--- src/rtl/core/lfu_lru_page_replacement_macros.svh ---
// Assertion macros shared by the page replacement RTL.
// Each macro expects signals named clk and rst in the module that uses it.
`ifndef LFU_LRU_PAGE_REPLACEMENT_MACROS_SVH
`define LFU_LRU_PAGE_REPLACEMENT_MACROS_SVH
`ifndef SYNTHESIS
// The consequent holds in the same cycle as the antecedent.
`define LFLRU_ASSERT_IMPL(lbl, ante, cons, msg) \
  lbl: assert property (@(posedge clk) disable iff (rst) (ante) |-> (cons)) else $error(msg);
// The consequent holds in the cycle after the antecedent.
`define LFLRU_ASSERT_NEXT(lbl, ante, cons, msg) \
  lbl: assert property (@(posedge clk) disable iff (rst) (ante) |=> (cons)) else $error(msg);
`else
`define LFLRU_ASSERT_IMPL(lbl, ante, cons, msg)
`define LFLRU_ASSERT_NEXT(lbl, ante, cons, msg)
`endif
`endif

--- src/rtl/core/lflru_pkg.sv ---
package lflru_pkg;

  // Table geometry.
  localparam int NUM_FRAMES = 16;
  localparam int PAGE_BITS  = 8;

  // Fixed field widths.
  localparam int CFG_W       = 5;
  localparam int PAGE_IN_W   = 8;
  localparam int FRAME_OUT_W = 4;
  localparam int EVICT_W     = 8;
  localparam int FAULT_W     = 16;
  localparam int CNT_W       = 16;
  localparam int STAMP_W     = 32;

  // Derived widths.
  localparam int IDX_W    = (NUM_FRAMES > 1) ? $clog2(NUM_FRAMES) : 1;
  localparam int FRAMES_W = $clog2(NUM_FRAMES + 1);
  localparam int ENTRY_W  = PAGE_BITS + CNT_W + STAMP_W;

  // One frame entry as it is held in the table memory.
  typedef struct packed {
    logic [PAGE_BITS-1:0] page;
    logic [CNT_W-1:0]     count;
    logic [STAMP_W-1:0]   stamp;
  } entry_t;

  // Control from the sequencer to the scan datapath.
  typedef struct packed {
    logic             start;
    logic             check;
    logic [IDX_W-1:0] idx;
    logic             occupied;
  } scan_ctl_t;

  // Outcome of one pass over the frames.
  typedef struct packed {
    logic                 hit;
    logic [IDX_W-1:0]     hit_idx;
    logic [CNT_W-1:0]     hit_count;
    logic                 empty;
    logic [IDX_W-1:0]     empty_idx;
    logic [IDX_W-1:0]     vic_idx;
    logic [PAGE_BITS-1:0] vic_page;
  } scan_res_t;

endpackage

--- src/rtl/core/lflru_ram.sv ---
module lflru_ram #(
  parameter int WIDTH = 8,
  parameter int DEPTH = 16
) (
  input  logic                                         clk,
  input  logic                                         we,
  input  logic [((DEPTH > 1) ? $clog2(DEPTH) : 1)-1:0] waddr,
  input  logic [WIDTH-1:0]                             wdata,
  input  logic                                         re,
  input  logic [((DEPTH > 1) ? $clog2(DEPTH) : 1)-1:0] raddr,
  output logic [WIDTH-1:0]                             rdata
);

  logic [WIDTH-1:0] mem [DEPTH];

  // One write port and one registered read port.
  always_ff @(posedge clk) begin
    if (we) begin
      mem[waddr] <= wdata;
    end
    if (re) begin
      rdata <= mem[raddr];
    end
  end

endmodule

--- src/rtl/core/lflru_scan.sv ---
module lflru_scan (
  input  logic                           clk,
  input  logic                           rst,
  input  lflru_pkg::scan_ctl_t           ctl,
  input  logic [lflru_pkg::PAGE_BITS-1:0] page,
  input  lflru_pkg::entry_t              entry,
  output lflru_pkg::scan_res_t           res
);

  import lflru_pkg::*;

  logic [CNT_W-1:0]   best_count;
  logic [STAMP_W-1:0] best_stamp;
  logic               take_victim;

  // The first frame seeds the victim; later frames win only when strictly
  // less used, or equally used and strictly older, so ties keep the lower index.
  always_comb begin
    take_victim = (ctl.idx == '0) || (entry.count < best_count) ||
                  ((entry.count == best_count) && (entry.stamp < best_stamp));
  end

  // Accumulate hit, first empty frame and victim over the frames read.
  always_ff @(posedge clk) begin
    if (rst) begin
      res.hit   <= 1'b0;
      res.empty <= 1'b0;
    end else if (ctl.start) begin
      res.hit   <= 1'b0;
      res.empty <= 1'b0;
    end else if (ctl.check) begin
      if (ctl.occupied && (entry.page == page) && !res.hit) begin
        res.hit       <= 1'b1;
        res.hit_idx   <= ctl.idx;
        res.hit_count <= entry.count;
      end
      if (!ctl.occupied && !res.empty) begin
        res.empty     <= 1'b1;
        res.empty_idx <= ctl.idx;
      end
      if (take_victim) begin
        res.vic_idx  <= ctl.idx;
        res.vic_page <= entry.page;
        best_count   <= entry.count;
        best_stamp   <= entry.stamp;
      end
    end
  end

endmodule

--- src/rtl/core/lfu_lru_page_replacement.sv ---
// Fully associative page-frame table with least-frequently-used replacement,
// least-recently-used tie-break and lowest-index final tie-break. Each input
// transfer names one page; one result transfer follows, giving hit or fault,
// the frame now holding the page, any evicted page and the saturating fault
// total. The frame entries live in a single-port-write, registered-read
// memory that is read once per active frame (frames_in_use clamped to
// 1..16). A reference passes an accept step, one read per active frame and
// the memory read latency, a write-back step and a result step that waits
// while the output is stalled, before the block is free again. One
// reference is handled at a time; a finished result waits in the output
// register while the next reference is taken. No clearing pass is needed
// after reset: occupancy is kept in flip-flops that reset clears.
`include "lfu_lru_page_replacement_macros.svh"

module lfu_lru_page_replacement (
  input  logic                             clk,
  input  logic                             rst,
  input  logic                             in_valid,
  output logic                             in_stall,
  input  logic [lflru_pkg::PAGE_IN_W-1:0]   page_number,
  output logic                             out_valid,
  input  logic                             out_stall,
  output logic                             fault,
  output logic [lflru_pkg::FRAME_OUT_W-1:0] frame_index,
  output logic                             evicted_valid,
  output logic [lflru_pkg::EVICT_W-1:0]     evicted_page,
  output logic [lflru_pkg::FAULT_W-1:0]     fault_total,
  input  logic                             cfg_valid,
  output logic                             cfg_ready,
  input  logic [lflru_pkg::CFG_W-1:0]       cfg_data
);

  import lflru_pkg::*;

  typedef enum logic [1:0] {
    S_IDLE,
    S_SCAN,
    S_WRITE,
    S_FINISH
  } state_t;

  state_t               state;
  logic [CFG_W-1:0]     frames_in_use;
  logic [NUM_FRAMES-1:0] frame_valid;
  logic [STAMP_W-1:0]   time_stamp;
  logic [FAULT_W-1:0]   fault_counter;
  logic [PAGE_BITS-1:0] page_q;
  logic [IDX_W-1:0]     issue_idx;
  logic                 issuing;
  logic                 chk_valid;
  logic [IDX_W-1:0]     chk_idx;
  logic                 chk_last;

  logic [FRAMES_W-1:0]  n_act;
  logic [IDX_W-1:0]     last_idx;
  logic                 in_xfer;
  logic                 out_free;
  logic                 ram_we;
  logic [IDX_W-1:0]     slot;
  logic                 evict;
  entry_t               wentry;
  entry_t               rentry;
  logic [ENTRY_W-1:0]   ram_rdata;
  scan_ctl_t            scan_ctl;
  scan_res_t            scan_res;

  assign cfg_ready = 1'b1;
  assign in_stall  = (state != S_IDLE);
  assign in_xfer   = in_valid && !in_stall;
  assign out_free  = !out_valid || !out_stall;
  assign ram_we    = (state == S_WRITE);
  assign rentry    = entry_t'(ram_rdata);

  // Clamp the configured frame count into 1..NUM_FRAMES.
  always_comb begin
    if (frames_in_use == '0) begin
      n_act = FRAMES_W'(1);
    end else if (int'(frames_in_use) > NUM_FRAMES) begin
      n_act = FRAMES_W'(NUM_FRAMES);
    end else begin
      n_act = FRAMES_W'(frames_in_use);
    end
    last_idx = IDX_W'(n_act - FRAMES_W'(1));
  end

  // Pick the frame to update and build its new entry.
  always_comb begin
    evict = !scan_res.hit && !scan_res.empty;
    if (scan_res.hit) begin
      slot = scan_res.hit_idx;
    end else if (scan_res.empty) begin
      slot = scan_res.empty_idx;
    end else begin
      slot = scan_res.vic_idx;
    end
    wentry.page  = page_q;
    wentry.stamp = time_stamp;
    if (scan_res.hit) begin
      wentry.count = (scan_res.hit_count == '1) ? scan_res.hit_count
                                                : scan_res.hit_count + 1'b1;
    end else begin
      wentry.count = CNT_W'(1);
    end
  end

  // Scan control for the datapath.
  always_comb begin
    scan_ctl.start    = in_xfer;
    scan_ctl.check    = chk_valid;
    scan_ctl.idx      = chk_idx;
    scan_ctl.occupied = frame_valid[chk_idx];
  end

  lflru_ram #(
    .WIDTH (ENTRY_W),
    .DEPTH (NUM_FRAMES)
  ) u_table (
    .clk   (clk),
    .we    (ram_we),
    .waddr (slot),
    .wdata (wentry),
    .re    (issuing),
    .raddr (issue_idx),
    .rdata (ram_rdata)
  );

  lflru_scan u_scan (
    .clk   (clk),
    .rst   (rst),
    .ctl   (scan_ctl),
    .page  (page_q),
    .entry (rentry),
    .res   (scan_res)
  );

  // Configuration register.
  always_ff @(posedge clk) begin
    if (rst) begin
      frames_in_use <= CFG_W'(16);
    end else if (cfg_valid && cfg_ready) begin
      frames_in_use <= cfg_data;
    end
  end

  // Sequencer: accept, read every frame in use, write back, present result.
  always_ff @(posedge clk) begin
    if (rst) begin
      state         <= S_IDLE;
      frame_valid   <= '0;
      time_stamp    <= '0;
      fault_counter <= '0;
      issuing       <= 1'b0;
      chk_valid     <= 1'b0;
      out_valid     <= 1'b0;
    end else begin
      // A taken result drops valid unless the finish step loads a new one.
      if (out_valid && !out_stall && (state != S_FINISH)) begin
        out_valid <= 1'b0;
      end
      chk_valid <= issuing;
      chk_idx   <= issue_idx;
      chk_last  <= (issue_idx == last_idx);
      case (state)
        S_IDLE: begin
          if (in_xfer) begin
            page_q     <= PAGE_BITS'(page_number);
            time_stamp <= time_stamp + 1'b1;
            issue_idx  <= '0;
            issuing    <= 1'b1;
            state      <= S_SCAN;
          end
        end
        S_SCAN: begin
          if (issuing) begin
            if (issue_idx == last_idx) begin
              issuing <= 1'b0;
            end else begin
              issue_idx <= issue_idx + 1'b1;
            end
          end
          if (chk_valid && chk_last) begin
            state <= S_WRITE;
          end
        end
        S_WRITE: begin
          frame_valid[slot] <= 1'b1;
          if (!scan_res.hit && (fault_counter != '1)) begin
            fault_counter <= fault_counter + 1'b1;
          end
          state <= S_FINISH;
        end
        S_FINISH: begin
          if (out_free) begin
            out_valid     <= 1'b1;
            fault         <= !scan_res.hit;
            frame_index   <= FRAME_OUT_W'(slot);
            evicted_valid <= evict;
            evicted_page  <= evict ? EVICT_W'(scan_res.vic_page) : '0;
            fault_total   <= fault_counter;
            state         <= S_IDLE;
          end
        end
        default: begin
          state <= S_IDLE;
        end
      endcase
    end
  end

  // An accepted reference keeps the input side stalled on the next cycle.
  `LFLRU_ASSERT_NEXT(a_busy_after_accept, in_xfer, in_stall, "input not stalled after transfer")
  // The table is written only in the write-back step and never during a read.
  `LFLRU_ASSERT_IMPL(a_no_rw_overlap, ram_we, !issuing && !chk_valid, "table write overlaps read")
  // The fault total never goes backward outside reset.
  `LFLRU_ASSERT_IMPL(a_fault_mono, !$past(rst), fault_counter >= $past(fault_counter), "fault count decreased")
  // A hit never reports an eviction.
  `LFLRU_ASSERT_IMPL(a_hit_no_evict, out_valid && !fault, !evicted_valid && (evicted_page == '0), "eviction reported on hit")

endmodule
--- config.mk ---
export PLATFORM = sky130hd
export DESIGN_NAME = lfu_lru_page_replacement
export DESIGN_NICKNAME = d
export VERILOG_FILES = /design/src/rtl/core/lflru_pkg.sv /design/src/rtl/core/lflru_ram.sv /design/src/rtl/core/lflru_scan.sv /design/src/rtl/core/lfu_lru_page_replacement.sv
export VERILOG_INCLUDE_DIRS = /design/src /design/src/rtl/core
export SDC_FILE = /design/constraint.sdc
export NUM_CORES = 1
export LEC_CHECK = 0
export ABC_AREA = 1
export ABC_CLOCK_PERIOD_IN_PS = 7160
export BUFFER_PORTS_ARGS = -buffer_cell sky130_fd_sc_hd__buf_2
export CORE_MARGIN = 2
export CORE_UTILIZATION = 45
export DETAILED_ROUTE_END_ITERATION = 6
export SLEW_MARGIN = 20
export SYNTH_ARGS = -nofsm -noshare
export SYNTH_HDL_FRONTEND = slang
export SYNTH_SLANG_ARGS = --single-unit
--- constraint.sdc ---
create_clock -name clk -period 7.16 [get_ports clk]
set_clock_uncertainty 0.1 [all_clocks]
set_input_delay 0.716 -clock clk [delete_from_list [all_inputs] [get_ports clk]]
set_output_delay 0.716 -clock clk [all_outputs]
set_load 0.02 [all_outputs]
==> metrics.txt <==
final hold vios 0; Core Rows 117; TritonCTS buffer count 114; Critical Path Fanout Max 32; Initial Utilization 45.4%; vias in the first global route 27200; GP Congestion 0.838; worst skew pair latency 0.70 ns; total grt overflow 0; complex-gate fraction of the synthesized area 11.8%; first-pass GRT wire length 171 mm; hold buffer count at cts 0; P_leak 0.0170 uW; crit-path max cell delay 0.77 ns; Die Area 0.105 mm^2; WL/cell 22.4 um; HPWL after DPL 59.0 mm; Mapped Nets 3723; share of layout cells above drive strength 1 8.73%; Syn-to-layout area delta 11.3%; Max rail drop VDD 0.223 mV; top cells by area, synth edfxtp_1, o21ai_0, nor2_1; post-DR vias/cell 5.58; number of max-cap violations 0; Critical-path top delay cell a21oi_4; CP startpoint kind flop; setup_tns 0 ns; post-route ant nets 0; Tmin final 4.18 ns; area share of fa/ha/maj cells after synthesis 1.52%; largest family of logic cells by synthesized area compound AO/OA/AOI/OAI gates; setup slack at placement 2.84 ns; CP Cell Sequence inv_1 > ha_1 > nand2_1 > inv_1 > nor2_1 > inv_1 > nor2_1 > inv_1 > a21oi_4 > buf_4; number of clock sinks 1159; sequential area share after synthesis 73.7%; Synth async-reset ratio 0%; fmax 0.239 GHz; Post-Synth XOR/XNOR Area 0.607%; Mapped Area 0.0462 mm^2; CTS root buf clkbuf_16; slew margin rel. 32.1%; RSZ-0062 raised after global routing false; Ys Warns 0; Synth Instances 3649; Tot Pwr 16500 uW; IO Port Bufs 49; worst min-delay path class primary input to flop; H-Tree Depth 3; Die Span X 324 um; number of synthesized flops with an enable pin 1083; CTS tree yes; Reg2Reg Depth 10; post-synthesis mux area share 0%; initial antenna violation count 6; worst hold path cell count 1; top-area cell type share of the netlist area 70.4%; Final Setup Violations 0; Post-CTS Setup Inserts 0; most used cell, CP inv_1; Netlist cell types 49; synthesis-stage register bit count 1159; Resize count post-CTS 0; clk buf depth 3; main flop type after synthesis edfxtp_1; Syn Area/Cell 12.7 um^2; power density over cell area 321 mW/mm^2; slew at the pin closest to its max-slew limit 1.02 ns; CP required 7.40 ns; Clock transition at path regs 0.06 ns; Post-Synth Simple-Gate Area 8.71%; period utilisation layout 58.4%; initial drt markers 3016; GR Util All Layers 21.3%; I/O Pins 51; CP Class flop to flop; Final WS setup 2.98 ns; 1st-pass router iterations 6; ANT cells 0; Vias 28600; type of destination of the critical path flop; status complete, no violations; total routed wirelength 115 mm; Worst EP arrival 4.42 ns; drt drc 0; Core Region 0.102 mm^2; nets 3732; largest net degree at the start of global routing 204; Reg2Reg Setup Slack 2.98 ns; DIE HEIGHT 324 um; Slew Viols, Final 0; largest area contributor in the netlist edfxtp_1
[synth_stat cells, types with 31 or more instances]
cell type	number
ha_1	56
dfxtp_1	76
o21ai_1	68
o21ai_0	519
nor2_1	665
o22ai_1	269
inv_1	186
buf_2	49
clkbuf_1	116
a21oi_1	102
nand2_1	236
edfxtp_1	1083
nand3_1	31
[worst max-delay path: cells and delay by family, from the launching register on]
family	cells	cell delay [ns]
buf+inv	5	1.35
simple gates	3	0.98
compound gates	1	0.77
flops	1	0.35
fa+ha+maj	1	0.22
[power breakdown]
group,switching [uW],leakage [uW],internal (uW),total (uW)
clock network,2560,0.00183,3410,5970
logic,1730,0.00477,673,2400
registers,272,0.0104,7840,8110
total,4560,0.0170,11900,16500
[placed cells by master, fill, tap and decap left out, types with 49 or more instances in the layout]
cell type,n
nand2_1,236
buf_2,49
o21ai_1,68
clkbuf_16,114
o21ai_0,519
inv_1,171
ha_1,56
dfxtp_1,75
nor2_1,664
a21oi_1,99
edfxtp_1,1083
o22ai_1,269
[per-layer routing]
metal  GRT usage (%)  part of all wire, %  vias up
met5               0               0.0096        -
met2            34.1                   46      908
met3            3.60                  6.5      171
met1            30.4                   45    14200
li1                -                    -    13300
met4            5.43                  2.1        2
[kinds of logic (layout without fill, tap and decap cells)]
family                   after synthesis  count (layout)
AO/OA/AOI/OAI                        997             997
XOR/XNOR                              32              32
adder cells (fa/ha/maj)               56              56
buffers and inverters                397             504
flip-flops                          1159            1159
other                                  1               1
AND/OR/NAND/NOR                     1007            1007
[layout make-up]
| cell class | instances | area [um^2] |
|---|---|---|
| Clock buffer | 145 | 3040 |
| Clock inverter | 69 | 698 |
| Fill cell | 8684 | 50300 |
| Inverter | 196 | 798 |
| Multi-Input combinational cell | 2093 | 10500 |
| Sequential cell | 1159 | 34000 |
| Tap cell | 1368 | 1710 |
| Timing Repair Buffer | 94 | 633 |
[state kept, by name (all words and copies together) (netlist names)]
name / cells
chk_idx: 4
chk_last: 1
chk_valid: 1
evicted_page: 8
evicted_valid: 1
fault: 1
fault_counter: 16
fault_total: 16
frame_index: 4
frame_valid: 16
frames_in_use: 5
issue_idx: 4
issuing: 1
out_valid: 1
page_q: 8
state: 2
time_stamp: 32
u_scan.best_count: 16
u_scan.best_stamp: 32
u_scan.res: 38
u_table.mem: 896
u_table.rdata: 56
[per-stage QoR]
step / utilization [%] / std cells / hold slack [ns] / instance area, um^2
3_5_place_dp: 46.8 / 4910 / 0.344 / 47600
3_3_place_gp: 46.8 / 4910 / 0.336 / 47600
2_1_floorplan: - / 3649 / 0.321 / 46200
4_1_cts: 50.5 / 5124 / 0.0745 / 51400
6_report: 50.5 / 5124 / 0.110 / 51400
5_1_grt: 50.5 / 5124 / 0.0761 / 51400
[path summary, 6_finish.rpt]
kind / startpoint / end
max reg2reg: state[0]$_SDFFE_PP0P_ / u_scan.best_stamp[7]$_DFFE_PP_
max: state[0]$_SDFFE_PP0P_ / u_scan.best_stamp[7]$_DFFE_PP_
min reg2reg: frame_valid[0]$_SDFFE_PP0P_ / frame_valid[0]$_SDFFE_PP0P_
min: page_number[4] / page_q[4]$_DFFE_PP_
Note: power is estimated with default switching activity, not from simulation.
